File: src/sv/rknl_pkg.sv
// ----------------------------------------------------------------------------
// rknl_pkg
// Shared types and constants of the relational, keyword and number lexer.
// ----------------------------------------------------------------------------
`timescale 1ns / 1ps
`default_nettype none

package rknl_pkg;

  localparam int MAX_LINE_LENGTH = 4096;
  localparam int COL_W           = 12;
  localparam int COL_LIMIT       = (MAX_LINE_LENGTH - 1 < (1 << COL_W) - 1) ?
                                   MAX_LINE_LENGTH - 1 : (1 << COL_W) - 1;
  localparam logic [COL_W-1:0] COL_MAX = COL_LIMIT[COL_W-1:0];

  localparam int FIFO_DEPTH = 4;
  localparam int PTR_W      = $clog2(FIFO_DEPTH);
  localparam int CNT_W      = $clog2(FIFO_DEPTH + 1);

  localparam logic [2:0] TOK_IF      = 3'd0;
  localparam logic [2:0] TOK_ELSE    = 3'd1;
  localparam logic [2:0] TOK_THEN    = 3'd2;
  localparam logic [2:0] TOK_IDENT   = 3'd3;
  localparam logic [2:0] TOK_NUMBER  = 3'd4;
  localparam logic [2:0] TOK_RELOP   = 3'd5;
  localparam logic [2:0] TOK_UNKNOWN = 3'd6;

  localparam logic [2:0] REL_EQ = 3'd0;
  localparam logic [2:0] REL_LT = 3'd1;
  localparam logic [2:0] REL_LE = 3'd2;
  localparam logic [2:0] REL_NE = 3'd3;
  localparam logic [2:0] REL_GT = 3'd4;
  localparam logic [2:0] REL_GE = 3'd5;

  typedef struct packed {
    logic [2:0]       kind;
    logic [2:0]       relop;
    logic [COL_W-1:0] start;
    logic [COL_W-1:0] length;
    logic             last;
  } token_t;

  typedef struct packed {
    logic [1:0] count;
    token_t     tok0;
    token_t     tok1;
  } emit_t;

endpackage

`default_nettype wire

File: src/sv/rknl_scan.sv
// ----------------------------------------------------------------------------
// rknl_scan
// Run state of the lexer: classifies each character, advances the keyword,
// number and operator automata, and forms the tokens a character closes.
// ----------------------------------------------------------------------------
`timescale 1ns / 1ps
`default_nettype none

module rknl_scan (
  input  wire logic          clk_i,
  input  wire logic          rst_ni,
  input  wire logic          step_i,
  input  wire logic [7:0]    ch_i,
  input  wire logic          line_end_i,
  output rknl_pkg::emit_t    emit_o
);
  import rknl_pkg::*;

  typedef enum logic [1:0] {
    MODE_IDLE = 2'd0,
    MODE_ID   = 2'd1,
    MODE_NUM  = 2'd2,
    MODE_REL  = 2'd3
  } mode_e;

  localparam logic [3:0] KW_NONE = 4'd0;
  localparam logic [3:0] KW_I    = 4'd1;
  localparam logic [3:0] KW_IF   = 4'd2;
  localparam logic [3:0] KW_E    = 4'd3;
  localparam logic [3:0] KW_EL   = 4'd4;
  localparam logic [3:0] KW_ELS  = 4'd5;
  localparam logic [3:0] KW_ELSE = 4'd6;
  localparam logic [3:0] KW_T    = 4'd7;
  localparam logic [3:0] KW_TH   = 4'd8;
  localparam logic [3:0] KW_THE  = 4'd9;
  localparam logic [3:0] KW_THEN = 4'd10;

  localparam logic [2:0] NUM_START = 3'd0;
  localparam logic [2:0] NUM_INT   = 3'd1;
  localparam logic [2:0] NUM_DOT   = 3'd2;
  localparam logic [2:0] NUM_FRAC  = 3'd3;
  localparam logic [2:0] NUM_EMARK = 3'd4;
  localparam logic [2:0] NUM_SIGN  = 3'd5;
  localparam logic [2:0] NUM_EXP   = 3'd6;
  localparam logic [2:0] NUM_DEAD  = 3'd7;

  function automatic logic [3:0] kw_next(logic [3:0] p, logic [7:0] c);
    logic [3:0] r;
    r = KW_NONE;
    case (p)
      KW_I:   r = (c == "f") ? KW_IF   : KW_NONE;
      KW_E:   r = (c == "l") ? KW_EL   : KW_NONE;
      KW_EL:  r = (c == "s") ? KW_ELS  : KW_NONE;
      KW_ELS: r = (c == "e") ? KW_ELSE : KW_NONE;
      KW_T:   r = (c == "h") ? KW_TH   : KW_NONE;
      KW_TH:  r = (c == "e") ? KW_THE  : KW_NONE;
      KW_THE: r = (c == "n") ? KW_THEN : KW_NONE;
      default: r = KW_NONE;
    endcase
    return r;
  endfunction

  function automatic logic [2:0] num_next(logic [2:0] s, logic [7:0] c);
    logic       d;
    logic       e;
    logic [2:0] r;
    d = (c >= "0") && (c <= "9");
    e = (c == "e") || (c == "E");
    r = NUM_DEAD;
    case (s)
      NUM_START: r = d ? NUM_INT : NUM_DEAD;
      NUM_INT:   r = d ? NUM_INT : ((c == ".") ? NUM_DOT : (e ? NUM_EMARK : NUM_DEAD));
      NUM_DOT:   r = d ? NUM_FRAC : NUM_DEAD;
      NUM_FRAC:  r = d ? NUM_FRAC : (e ? NUM_EMARK : NUM_DEAD);
      NUM_EMARK: r = d ? NUM_EXP : (((c == "+") || (c == "-")) ? NUM_SIGN : NUM_DEAD);
      NUM_SIGN:  r = d ? NUM_EXP : NUM_DEAD;
      NUM_EXP:   r = d ? NUM_EXP : NUM_DEAD;
      default:   r = NUM_DEAD;
    endcase
    return r;
  endfunction

  function automatic token_t make_token(mode_e m, logic [3:0] kw, logic [2:0] num,
                                        logic [2:0] rel, logic [COL_W-1:0] start,
                                        logic [COL_W-1:0] len);
    token_t t;
    t        = '0;
    t.start  = start;
    t.length = len;
    case (m)
      MODE_ID: begin
        if (kw == KW_IF)        t.kind = TOK_IF;
        else if (kw == KW_ELSE) t.kind = TOK_ELSE;
        else if (kw == KW_THEN) t.kind = TOK_THEN;
        else                    t.kind = TOK_IDENT;
      end
      MODE_NUM: begin
        t.kind = ((num == NUM_INT) || (num == NUM_FRAC) || (num == NUM_EXP)) ?
                 TOK_NUMBER : TOK_UNKNOWN;
      end
      default: begin
        t.kind  = TOK_RELOP;
        t.relop = rel;
      end
    endcase
    return t;
  endfunction

  mode_e            mode_q, mode_d, mode_mid;
  logic [3:0]       kw_q, kw_d;
  logic [2:0]       num_q, num_d;
  logic [2:0]       rel_q, rel_d;
  logic [COL_W-1:0] start_q, start_d;
  logic [COL_W-1:0] len_q, len_d;
  logic [COL_W-1:0] col_q, col_d;

  logic   is_letter, is_digit, is_rel, is_ident, is_numc, cont;
  logic   emit_a, emit_b;
  token_t tok_a, tok_b;

  always_comb begin
    is_letter = ((ch_i >= "a") && (ch_i <= "z")) || ((ch_i >= "A") && (ch_i <= "Z"));
    is_digit  = (ch_i >= "0") && (ch_i <= "9");
    is_rel    = (ch_i == "<") || (ch_i == ">") || (ch_i == "=");
    is_ident  = is_letter || is_digit || (ch_i == "_");
    is_numc   = is_digit || (ch_i == ".") || (ch_i == "e") || (ch_i == "E") ||
                (ch_i == "+") || (ch_i == "-");
    case (mode_q)
      MODE_ID:  cont = is_ident;
      MODE_NUM: cont = is_numc;
      MODE_REL: cont = is_rel;
      default:  cont = 1'b0;
    endcase

    mode_mid = mode_q;
    kw_d     = kw_q;
    num_d    = num_q;
    rel_d    = rel_q;
    start_d  = start_q;
    len_d    = len_q;
    emit_a   = 1'b0;
    tok_a    = make_token(mode_q, kw_q, num_q, rel_q, start_q, len_q);

    if (cont) begin
      case (mode_q)
        MODE_ID:  kw_d  = kw_next(kw_q, ch_i);
        MODE_NUM: num_d = num_next(num_q, ch_i);
        default: begin
          if (len_q == COL_W'(1)) begin
            if ((rel_q == REL_LT) && (ch_i == "="))      rel_d = REL_LE;
            else if ((rel_q == REL_LT) && (ch_i == ">")) rel_d = REL_NE;
            else if ((rel_q == REL_GT) && (ch_i == "=")) rel_d = REL_GE;
          end
        end
      endcase
      if (len_q != '1) len_d = len_q + COL_W'(1);
    end else begin
      emit_a   = (mode_q != MODE_IDLE);
      mode_mid = MODE_IDLE;
      if (is_letter || (ch_i == "_")) begin
        mode_mid = MODE_ID;
        kw_d     = (ch_i == "i") ? KW_I : ((ch_i == "e") ? KW_E :
                   ((ch_i == "t") ? KW_T : KW_NONE));
      end else if (is_digit) begin
        mode_mid = MODE_NUM;
        num_d    = num_next(NUM_START, ch_i);
      end else if (is_rel) begin
        mode_mid = MODE_REL;
        rel_d    = (ch_i == "=") ? REL_EQ : ((ch_i == "<") ? REL_LT : REL_GT);
      end
      if (mode_mid != MODE_IDLE) begin
        start_d = col_q;
        len_d   = COL_W'(1);
      end
    end

    tok_b  = make_token(mode_mid, kw_d, num_d, rel_d, start_d, len_d);
    emit_b = line_end_i && (mode_mid != MODE_IDLE);
    mode_d = line_end_i ? MODE_IDLE : mode_mid;

    if (line_end_i)          col_d = '0;
    else if (col_q < COL_MAX) col_d = col_q + COL_W'(1);
    else                     col_d = col_q;

    tok_a.last  = !emit_b;
    tok_b.last  = 1'b1;
    emit_o.tok0 = emit_a ? tok_a : tok_b;
    emit_o.tok1 = tok_b;
    emit_o.count = step_i ? ({1'b0, emit_a} + {1'b0, emit_b}) : 2'd0;
  end

  always_ff @(posedge clk_i or negedge rst_ni) begin
    if (!rst_ni) begin
      mode_q  <= MODE_IDLE;
      kw_q    <= KW_NONE;
      num_q   <= NUM_START;
      rel_q   <= REL_EQ;
      start_q <= '0;
      len_q   <= '0;
      col_q   <= '0;
    end else if (step_i) begin
      mode_q  <= mode_d;
      kw_q    <= kw_d;
      num_q   <= num_d;
      rel_q   <= rel_d;
      start_q <= start_d;
      len_q   <= len_d;
      col_q   <= col_d;
    end
  end

endmodule

`default_nettype wire

File: src/sv/relop_keyword_number_lexer.sv
// ----------------------------------------------------------------------------
// relop_keyword_number_lexer
// Character-stream lexer for the keywords if, else and then, identifiers,
// numbers and relational operators, with column and length per token.
// ----------------------------------------------------------------------------
// Takes one character per clock. The run state advances in the cycle the
// character transfers, and the tokens it closes land in a four-entry output
// queue, so a token is registered before it is offered. A character that
// closes a run and also a one-character run at line end gives two tokens,
// which leave the queue one after the other. Input ready is low while the
// queue holds more than two tokens. With the output side always ready, the
// queue never holds more than two tokens, so the block takes one character
// every clock; only output stalls hold the input back.
`timescale 1ns / 1ps
`default_nettype none

module relop_keyword_number_lexer (
  input  wire logic                      clk_i,
  input  wire logic                      rst_ni,
  input  wire logic                      in_valid_i,
  output      logic                      in_ready_o,
  input  wire logic [7:0]                ch_i,
  input  wire logic                      line_end_i,
  output      logic                      out_valid_o,
  input  wire logic                      out_ready_i,
  output      logic [2:0]                token_kind_o,
  output      logic [2:0]                relop_kind_o,
  output      logic [rknl_pkg::COL_W-1:0] start_column_o,
  output      logic [rknl_pkg::COL_W-1:0] token_length_o,
  output      logic                      last_of_item_o
);
  import rknl_pkg::*;

  token_t           fifo_q [FIFO_DEPTH];
  logic [PTR_W-1:0] wr_ptr_q, wr_ptr_d, rd_ptr_q, rd_ptr_d;
  logic [CNT_W-1:0] count_q, count_d;
  logic             step, pop;
  emit_t            emit;
  token_t           head;

  assign in_ready_o = (count_q <= CNT_W'(FIFO_DEPTH - 2));
  assign step       = in_valid_i && in_ready_o;

  rknl_scan u_scan (
    .clk_i      (clk_i),
    .rst_ni     (rst_ni),
    .step_i     (step),
    .ch_i       (ch_i),
    .line_end_i (line_end_i),
    .emit_o     (emit)
  );

  assign head           = fifo_q[rd_ptr_q];
  assign out_valid_o    = (count_q != '0);
  assign pop            = out_valid_o && out_ready_i;
  assign token_kind_o   = head.kind;
  assign relop_kind_o   = head.relop;
  assign start_column_o = head.start;
  assign token_length_o = head.length;
  assign last_of_item_o = head.last;

  always_comb begin
    wr_ptr_d = wr_ptr_q + PTR_W'(emit.count);
    rd_ptr_d = rd_ptr_q + PTR_W'(pop);
    count_d  = count_q + CNT_W'(emit.count) - CNT_W'(pop);
  end

  always_ff @(posedge clk_i or negedge rst_ni) begin
    if (!rst_ni) begin
      wr_ptr_q <= '0;
      rd_ptr_q <= '0;
      count_q  <= '0;
    end else begin
      wr_ptr_q <= wr_ptr_d;
      rd_ptr_q <= rd_ptr_d;
      count_q  <= count_d;
    end
  end

  always_ff @(posedge clk_i) begin
    if (emit.count != 2'd0) begin
      fifo_q[wr_ptr_q] <= emit.tok0;
    end
    if (emit.count == 2'd2) begin
      fifo_q[wr_ptr_q + PTR_W'(1)] <= emit.tok1;
    end
  end

endmodule

`default_nettype wire

File: config.mk
export PLATFORM = sky130hd
export DESIGN_NAME = relop_keyword_number_lexer
export DESIGN_NICKNAME = d
export VERILOG_FILES = /design/src/sv/rknl_pkg.sv /design/src/sv/rknl_scan.sv /design/src/sv/relop_keyword_number_lexer.sv
export SDC_FILE = /design/constraint.sdc
export NUM_CORES = 1
export LEC_CHECK = 0
export BUFFER_PORTS_ARGS = -buffer_cell sky130_fd_sc_hd__buf_2
export CAP_MARGIN = 20
export CELL_PAD_IN_SITES_DETAIL_PLACEMENT = 0
export CELL_PAD_IN_SITES_GLOBAL_PLACEMENT = 1
export CORE_ASPECT_RATIO = 0.5
export CORE_MARGIN = 2
export CORE_UTILIZATION = 51
export CTS_CLUSTER_DIAMETER = 40
export DETAILED_ROUTE_END_ITERATION = 7
export MAX_ROUTING_LAYER = met4
export PLACE_DENSITY = 0.86
export SYNTH_ARGS = -nofsm -noshare
export SYNTH_HDL_FRONTEND = slang
export SYNTH_SLANG_ARGS = --single-unit
File: constraint.sdc
create_clock -name clk_i -period 8 [get_ports clk_i]
set_input_delay 1.2 -clock clk_i [delete_from_list [all_inputs] [get_ports clk_i]]
set_output_delay 1.2 -clock clk_i [all_outputs]
set_load 0.005 [all_outputs]
==> results_dict.tcl <==
set metrics [dict create \
    status "complete, no violations" \
    place.gp.congestion 0.878 \
    drc 0 \
    start_util_pct 52.0 \
    p_leak_uw 0.00389 \
    cts_tree "built" \
    syn_inst 865 \
    wl_um 26900 \
    wl_per_cell_um 23.4 \
    fillCellCount 1623 \
    worstSkewPairLatency_ns 0.44 \
    power_density_nw_per_um2 265 \
    numCtsBuffers 17 \
    vias 7576 \
    ys_seq_area_share_pct 50.0 \
    cp-start-kind "primary input" \
    hold-worst-slack_ns 0.471 \
    htree_num_levels 4 \
    clkSlewWorstSetupHoldPaths_ns 0.08 \
    drive_gt1_share_pct 20.7 \
    clock-sinks 179 \
    yosys_register_bits 179 \
    postCtsHoldBufs 0 \
    grt_pass1_wl_um 42100 \
    dr.pass1.iters 5 \
    io_buffers 45 \
    max-vdd-ir-drop_mv 0.142 \
    setup_viol 0 \
    die_w_um 203 \
    grt_pass1_vias 7498 \
    crit_fanout 15 \
    synth_flop_cell "edfxtp_1" \
    r2r_slack_ns 2.80 \
    setup_tns_ns 0 \
    hold_violations 0 \
    antenna_found_initial 0 \
    critPathArrivalTime_ns 6.05 \
    worst_pin_slew_ns 1.19 \
    cts_resized 0 \
    hold_class "flip-flop to flip-flop" \
    num_rows 36 \
    die_h_um 104 \
    syn-num-nets 896 \
    async_reset_ff_share_pct 30.7 \
    io_pins 46 \
    grt_max_degree 56 \
    hpwl_um 17900 \
    synth_cell_types 92 \
    relSlewSlack_pct 20.2 \
    diodes 0 \
    area.growth.synth_to_final_pct 9.31 \
    root_buffer "clkbuf_16" \
    core_um2 19500 \
    nNetsFinal 903 \
    grt_overflow_total 0 \
    post_cts_buffers 0 \
    grt_usage_pct 26.9 \
    netlist_area_um2 10100 \
    clock_skew_ns 0.0125 \
    ant_nets 0 \
    yosysWarnings 0 \
    min_period_ns 5.74 \
    drtIter0Drc 719 \
    rsz0062_at_grt "no" \
    vias_per_cell 6.58 \
    maxCapViolations 0 \
    dieArea_um2 21000 \
    cts_buffer_depth 2 \
    fmax_mhz 174 \
    slew_viol_final 0 \
    synth_edf_count 120 \
    crit_type "primary input to flip-flop" \
    required_ns 8.31 \
    post-route-period-util_pct 71.7 \
    cp-end-kind "flip-flop" \
    synth.avg_cell_area_um2 11.7 \
]
metal layers:
layer,wire [um],GRT usage (%)
met3,2240,5.92
met5,0,-
met2,12500,39.7
met4,568,9.38
met1,11600,37.0
registers in the layout, summed over array words and instances (netlist names):
name and count:
u_scan.mode_q 2, u_scan.kw_q 4, wr_ptr_q 2, count_q 3
u_scan.rel_q 3, u_scan.len_q 12, u_scan.start_q 12, fifo_q 124
rd_ptr_q 2, u_scan.col_q 12, u_scan.num_q 3
through the flow:
| step | instances | worst slack [ns] | power [uW] | cell area (um2) | util (%) |
|---|---|---|---|---|---|
| finish | 1151 | 2.26 | 2930 | 11100 | 56.8 |
| global route | 1151 | 1.84 | 3070 | 11100 | 56.8 |
| CTS | 1150 | 2.38 | 2940 | 11000 | 56.8 |
| detailed placement | 1118 | 1.96 | 2080 | 10400 | 53.6 |
| global placement | 1118 | 2.15 | 2070 | 10400 | 53.6 |
| floorplan | 865 | 0.863 | 1780 | 10100 | - |
kinds of logic after synthesis:
family          after synthesis  synth area share, %
fa+ha+maj                    18                 2.30
buf+inv                      90                 4.07
simple gates                253                 13.7
xor+xnor                     15                 1.30
mux                          55                 9.53
compound gates              255                 19.0
flops                       179                 50.0
report_power, final:
group / internal (uW) / total, uW / switching, uW
Combinational: 382 / 870 / 488
Clock: 452 / 869 / 416
Sequential: 1080 / 1190 / 113
Total: 1910 / 2930 / 1020
Yosys cell counts (4+ instances only):
| master | instances | area, um2 |
|---|---|---|
| edfxtp_1 | 120 | 3600 |
| nand2_1 | 79 | 297 |
| a22o_1 | 71 | 622 |
| dfrtp_1 | 55 | 1380 |
| o21ai_0 | 43 | 215 |
| clkbuf_1 | 41 | 154 |
| nor2_1 | 36 | 135 |
| o22ai_1 | 33 | 206 |
| mux4_2 | 31 | 698 |
| nand3_1 | 27 | 135 |
| a21oi_1 | 25 | 125 |
| inv_1 | 18 | 67.6 |
| ha_1 | 17 | 213 |
| mux2_2 | 17 | 191 |
| buf_2 | 11 | 55.1 |
| nor2b_1 | 11 | 68.8 |
| nor3_1 | 11 | 55.1 |
| a31oi_1 | 10 | 62.6 |
| nand2b_1 | 10 | 62.6 |
| nand4_1 | 10 | 62.6 |
| buf_1 | 9 | 33.8 |
| xor2_1 | 9 | 78.8 |
| o21ai_1 | 8 | 40.0 |
| o31ai_1 | 7 | 52.6 |
| or3_1 | 7 | 43.8 |
| and2_1 | 6 | 37.5 |
| and3_1 | 6 | 37.5 |
| buf_6 | 6 | 67.6 |
| mux2i_1 | 6 | 60.1 |
| nand2_2 | 6 | 37.5 |
| xnor2_1 | 6 | 52.6 |
| nand4b_1 | 5 | 43.8 |
| o211ai_1 | 5 | 37.5 |
| o21a_1 | 5 | 37.5 |
| a21bo_2 | 4 | 40.0 |
| and4_1 | 4 | 35.0 |
| buf_4 | 4 | 30.0 |
| dfxtp_1 | 4 | 80.1 |
| nor2_2 | 4 | 25.0 |
| nor4_1 | 4 | 25.0 |
layout by cell type, fill, tap and decap left out, types with 6 or more instances in the layout:
master and instances:
nand4_1 10, nand3_1 27, inv_1 18, nor2_1 36, dfrtp_1 54, nand2_2 6, buf_2 45, or3_1 7
o22ai_1 33, ha_1 17, o31ai_1 7, mux4_2 31, xor2_1 9, buf_4 14, mux2i_1 6, nor2b_1 11
mux2_2 17, xnor2_1 6, a31oi_1 10, o21ai_1 8, nand2b_1 10, o21ai_0 43, edfxtp_1 120, nor3_1 10
clkbuf_16 17, a21oi_1 25, a22o_1 71, and3_1 6, nand2_1 79, and2_1 6
worst paths after layout:
path	startpoint	to	depth (start not counted)
max in group asynchronous	rst_ni	rd_ptr_q[0]$_DFF_PN0_	2
hold / removal	fifo_q[3][0]$_SDFFE_PP1P_	fifo_q[3][0]$_SDFFE_PP1P_	1
hold reg to reg	fifo_q[3][0]$_SDFFE_PP1P_	fifo_q[3][0]$_SDFFE_PP1P_	1
setup reg to reg	u_scan.mode_q[1]$_DFFE_PN0P_	fifo_q[3][15]$_DFFE_PP_	16
setup / recovery	ch_i[1]	fifo_q[3][15]$_DFFE_PP_	16
min in group asynchronous	rst_ni	u_scan.len_q[9]$_DFFE_PN0P_	2
layout make-up:
| class | count | area, um2 | share of cell area [%] |
|---|---|---|---|
| Inverter | 19 | 71.3 | 0.645 |
| Timing Repair Buffer | 59 | 330 | 2.99 |
| Sequential cell | 179 | 5060 | 45.8 |
| Tap cell | 266 | 333 | 3.01 |
| Multi-Input combinational cell | 596 | 4640 | 42.0 |
| Clock inverter | 15 | 186 | 1.69 |
| Clock buffer | 17 | 425 | 3.85 |
critical path, stage by stage:
cell and delay, ns:
buf_2 0.18, o21a_1 0.24, o32ai_1 0.56, a221o_1 0.32
o31ai_4 0.10, o21ai_0 0.46, ha_1 0.27, nor2b_1 0.05
ha_1 0.41, nor2_1 0.16, nor2_1 0.35, nand3_1 0.30
nor2_1 0.21, nor2_1 0.16, nor2_1 0.80, a22o_1 0.25
(Power assumes the default switching activity.)
